==> src/rtl/nbc_ram.sv <==
// Generic single-write, single-read RAM with registered read data.
module nbc_ram #(
	parameter int WIDTH = 8,
	parameter int DEPTH = 64
) (
	input  logic                     clk,
	input  logic                     we,
	input  logic [$clog2(DEPTH)-1:0] waddr,
	input  logic [WIDTH-1:0]         wdata,
	input  logic [$clog2(DEPTH)-1:0] raddr,
	output logic [WIDTH-1:0]         rdata
);
	logic [WIDTH-1:0] mem [DEPTH];

	always_ff @(posedge clk) begin
		if (we) begin
			mem[waddr] <= wdata;
		end
		rdata <= mem[raddr];
	end
endmodule
==> config.mk <==
export PLATFORM = sky130hd
export DESIGN_NAME = nbc_ram
export DESIGN_NICKNAME = d
export VERILOG_FILES = /design/src/rtl/nbc_ram.sv
export SDC_FILE = /design/constraint.sdc
export NUM_CORES = 1
export LEC_CHECK = 0
export ABC_AREA = 1
export BUFFER_PORTS_ARGS = -buffer_cell sky130_fd_sc_hd__clkbuf_2
export CAP_MARGIN = 20
export CORE_MARGIN = 2
export CORE_UTILIZATION = 55
export DETAILED_ROUTE_END_ITERATION = 7
export GPL_TIMING_DRIVEN = 0
export MAX_ROUTING_LAYER = met4
export PLACE_DENSITY = 0.69
export SLEW_MARGIN = 20
export SYNTH_ARGS = -nofsm -noshare
export SYNTH_HDL_FRONTEND = slang
export SYNTH_SLANG_ARGS = --single-unit
==> constraint.sdc <==
create_clock -name clk -period 4.48 [get_ports clk]
set_input_delay 0.448 -clock clk [delete_from_list [all_inputs] [get_ports clk]]
set_output_delay 0.448 -clock clk [all_outputs]
set_load 0.01 [all_outputs]
==> results_dict.tcl <==
set metrics [dict create \
    synth_top_cell_area_share_pct 72.0 \
    min_from "wdata[0]" \
    fmax_mhz 420 \
    avgSynthCellArea_um2 11.8 \
    die_x_um 201 \
    grt_pass1_wl_mm 88.9 \
    critPathMaxFanout 9 \
    synth_top_family_by_area "simple AND/OR/NAND/NOR gates" \
    synth_seq_cells 520 \
    regToRegSetupSlack_ps 3040 \
    cts_root_buffer "clkbuf_16" \
    synth-adder-area-share_pct 0 \
    synth_xor_area_share_pct 0 \
    post_cts_resized 0 \
    antenna_found_initial 1 \
    cts_buffers 52 \
    cts_tree "yes" \
    path_class "input pin to flop" \
    drt_iter0_markers 1920 \
    grt_pass1_vias 13727 \
    synthSimpleGateAreaFrac_pct 23.2 \
    grt_overflow_total 0 \
    r2r_end "rdata[1]$_DFF_P_" \
    final_cell_area_mm2 0.0242 \
    grt_max_degree 65 \
    endpoint_kind "flop" \
    whs_path_depth 1 \
    status "complete, no violations" \
    power.leakage_nw 8.82 \
    dieHeight_um 201 \
    fin_setup_tns_ps 0 \
    synth-compound-area-share_pct 0 \
    yosys.area.top_type "edfxtp_1" \
    muxShareOfSynthArea_pct 0 \
    tightest_slew_ps 1030 \
    hold_viol 0 \
    ys_warn_count 0 \
    nets 1915 \
    hold_end "mem[34][0]$_DFFE_PP_" \
    timing.hold.worst.class "input pin to flop" \
    period_needed_ps 2380 \
    vias 14597 \
    syn_inst 1805 \
    setup_viol 0 \
    syn_to_final_growth_pct 13.3 \
    synth.area.top_cells "edfxtp_1 (72%), nand2_1 (11%), nand3_1 (10%)" \
    start_kind "input pin" \
    clk_pin_slew_ps 60 \
    place_congestion 0.967 \
    rows 72 \
    ir_drop_v 0.000365 \
    powerDensity_mw_per_mm2 449 \
    rsz0062_at_grt "no" \
    grtUsageTotal_pct 31.3 \
    synth_area_mm2 0.0213 \
    skew_ps 12.6 \
    clockBufferDepth 3 \
    dp.final_hpwl_mm 41.1 \
    yosysSeqAreaShare_pct 72.8 \
    reg2reg_depth 8 \
    core_area_mm2 0.0385 \
    cts_max_level 2 \
    placed_area_mm2 0.0223 \
    syn_nets 1827 \
    die-area_mm2 0.0404 \
    clock_latency_ps 610 \
    wire_per_inst_um 24.6 \
    max_slew_margin_pct 30.9 \
    route.antenna.remaining_nets 0 \
    pin_count 30 \
    vias_per_cell 5.94 \
    holdWs_ps 344 \
    drc 0 \
    wirelength_mm 60.5 \
    max_cap_violations 0 \
    slew_violations 0 \
    start_util_pct 55.5 \
    min_period_over_period_pct 53.2 \
    worstPathArrival_ps 2610 \
    critPathRequiredTime_ps 4710 \
    final_cell_mix "nand2_1 (648), edfxtp_1 (512), nand3_1 (439), nor2_1 (56), clkbuf_16 (53)" \
    portBuffers 21 \
    finalPower_mw 10.8 \
    post_cts_buffers 0 \
    mostFrequentLayoutCell "nand2_1" \
    hold_buffers 0 \
    clock-sinks 520 \
    drive_above_1_share_pct 11.2 \
    firstDrtPassIters 7 \
    timing.rr.start "mem[27][1]$_DFFE_PP_" \
    synthDistinctLibCells 16 \
]
## sequential cells by signal, summed over array words and instances (netlist names)
| name | count |
|---|---|
| mem | 512 |
| rdata | 8 |
## routing by layer
metal	routed length [um]	global-route usage, %	vias to the layer above
met1	24800	44.2	7156
met2	27900	46.8	813
met5	0	-	-
li1	-	-	6531
met3	6240	6.28	97
met4	1570	8.54	0
## critical path: stages
cell	delay [ps]
clkbuf_1	230
inv_1	320
nand4_1	600
nor2_1	1000
## cell families after synthesis
logic type             after synthesis
buffers and inverters              125
flip-flops                         520
AND/OR/NAND/NOR                   1160
## metrics by stage
step,utilization (%),std cells,setup slack [ps]
6_report,62.8,2456,2100
3_3_place_gp,57.4,2344,1220
2_1_floorplan,-,1805,2270
5_1_grt,62.8,2456,2080
3_5_place_dp,58.0,2357,1580
4_1_cts,62.8,2455,2220
## cells in the mapped netlist
library cell	n
buf_2	37
edfxtp_1	512
nand4_1	9
inv_6	1
inv_2	1
buf_8	2
inv_1	10
nand2_1	648
nor2_1	56
buf_1	10
buf_4	14
clkbuf_1	15
nor4_1	8
nand3_1	439
buf_6	35
dfxtp_1	8
## where the power goes
| group | switching [mW] | internal [mW] | total (mW) | leakage [nW] |
|---|---|---|---|---|
| combinational | 0.536 | 0.193 | 0.729 | 3.23 |
| sequential | 0.0100 | 5.38 | 5.39 | 4.67 |
| clock | 1.88 | 2.84 | 4.72 | 0.916 |
| total | 2.43 | 8.42 | 10.8 | 8.82 |
## layout make-up
| class | count | area [um2] |
|---|---|---|
| flip-flops and latches | 520 | 15500 |
| well taps | 518 | 648 |
| repair buffers | 34 | 270 |
| plain buffers | 113 | 808 |
| fillers | 3024 | 14300 |
| multi-input cells | 1160 | 5000 |
| clock inverters | 36 | 477 |
| inverters | 12 | 50.0 |
| clock buffers | 62 | 1380 |
| diodes | 1 | 2.50 |
## how the worst max path moves through the flow
| stage | startpoint | end | slack (ps) |
|---|---|---|---|
| final | waddr[0] | mem[24][1]$_DFFE_PP_ | 2100 |
| after global routing | waddr[1] | mem[25][2]$_DFFE_PP_ | 2080 |
| after CTS | waddr[0] | mem[26][0]$_DFFE_PP_ | 2220 |
| after detailed placement | waddr[2] | mem[27][1]$_DFFE_PP_ | 1580 |
| after global placement | waddr[3] | mem[51][5]$_DFFE_PP_ | 1220 |
| after floorplan | we | mem[48][0]$_DFFE_PP_ | 2270 |
(Power assumes the default switching activity.)
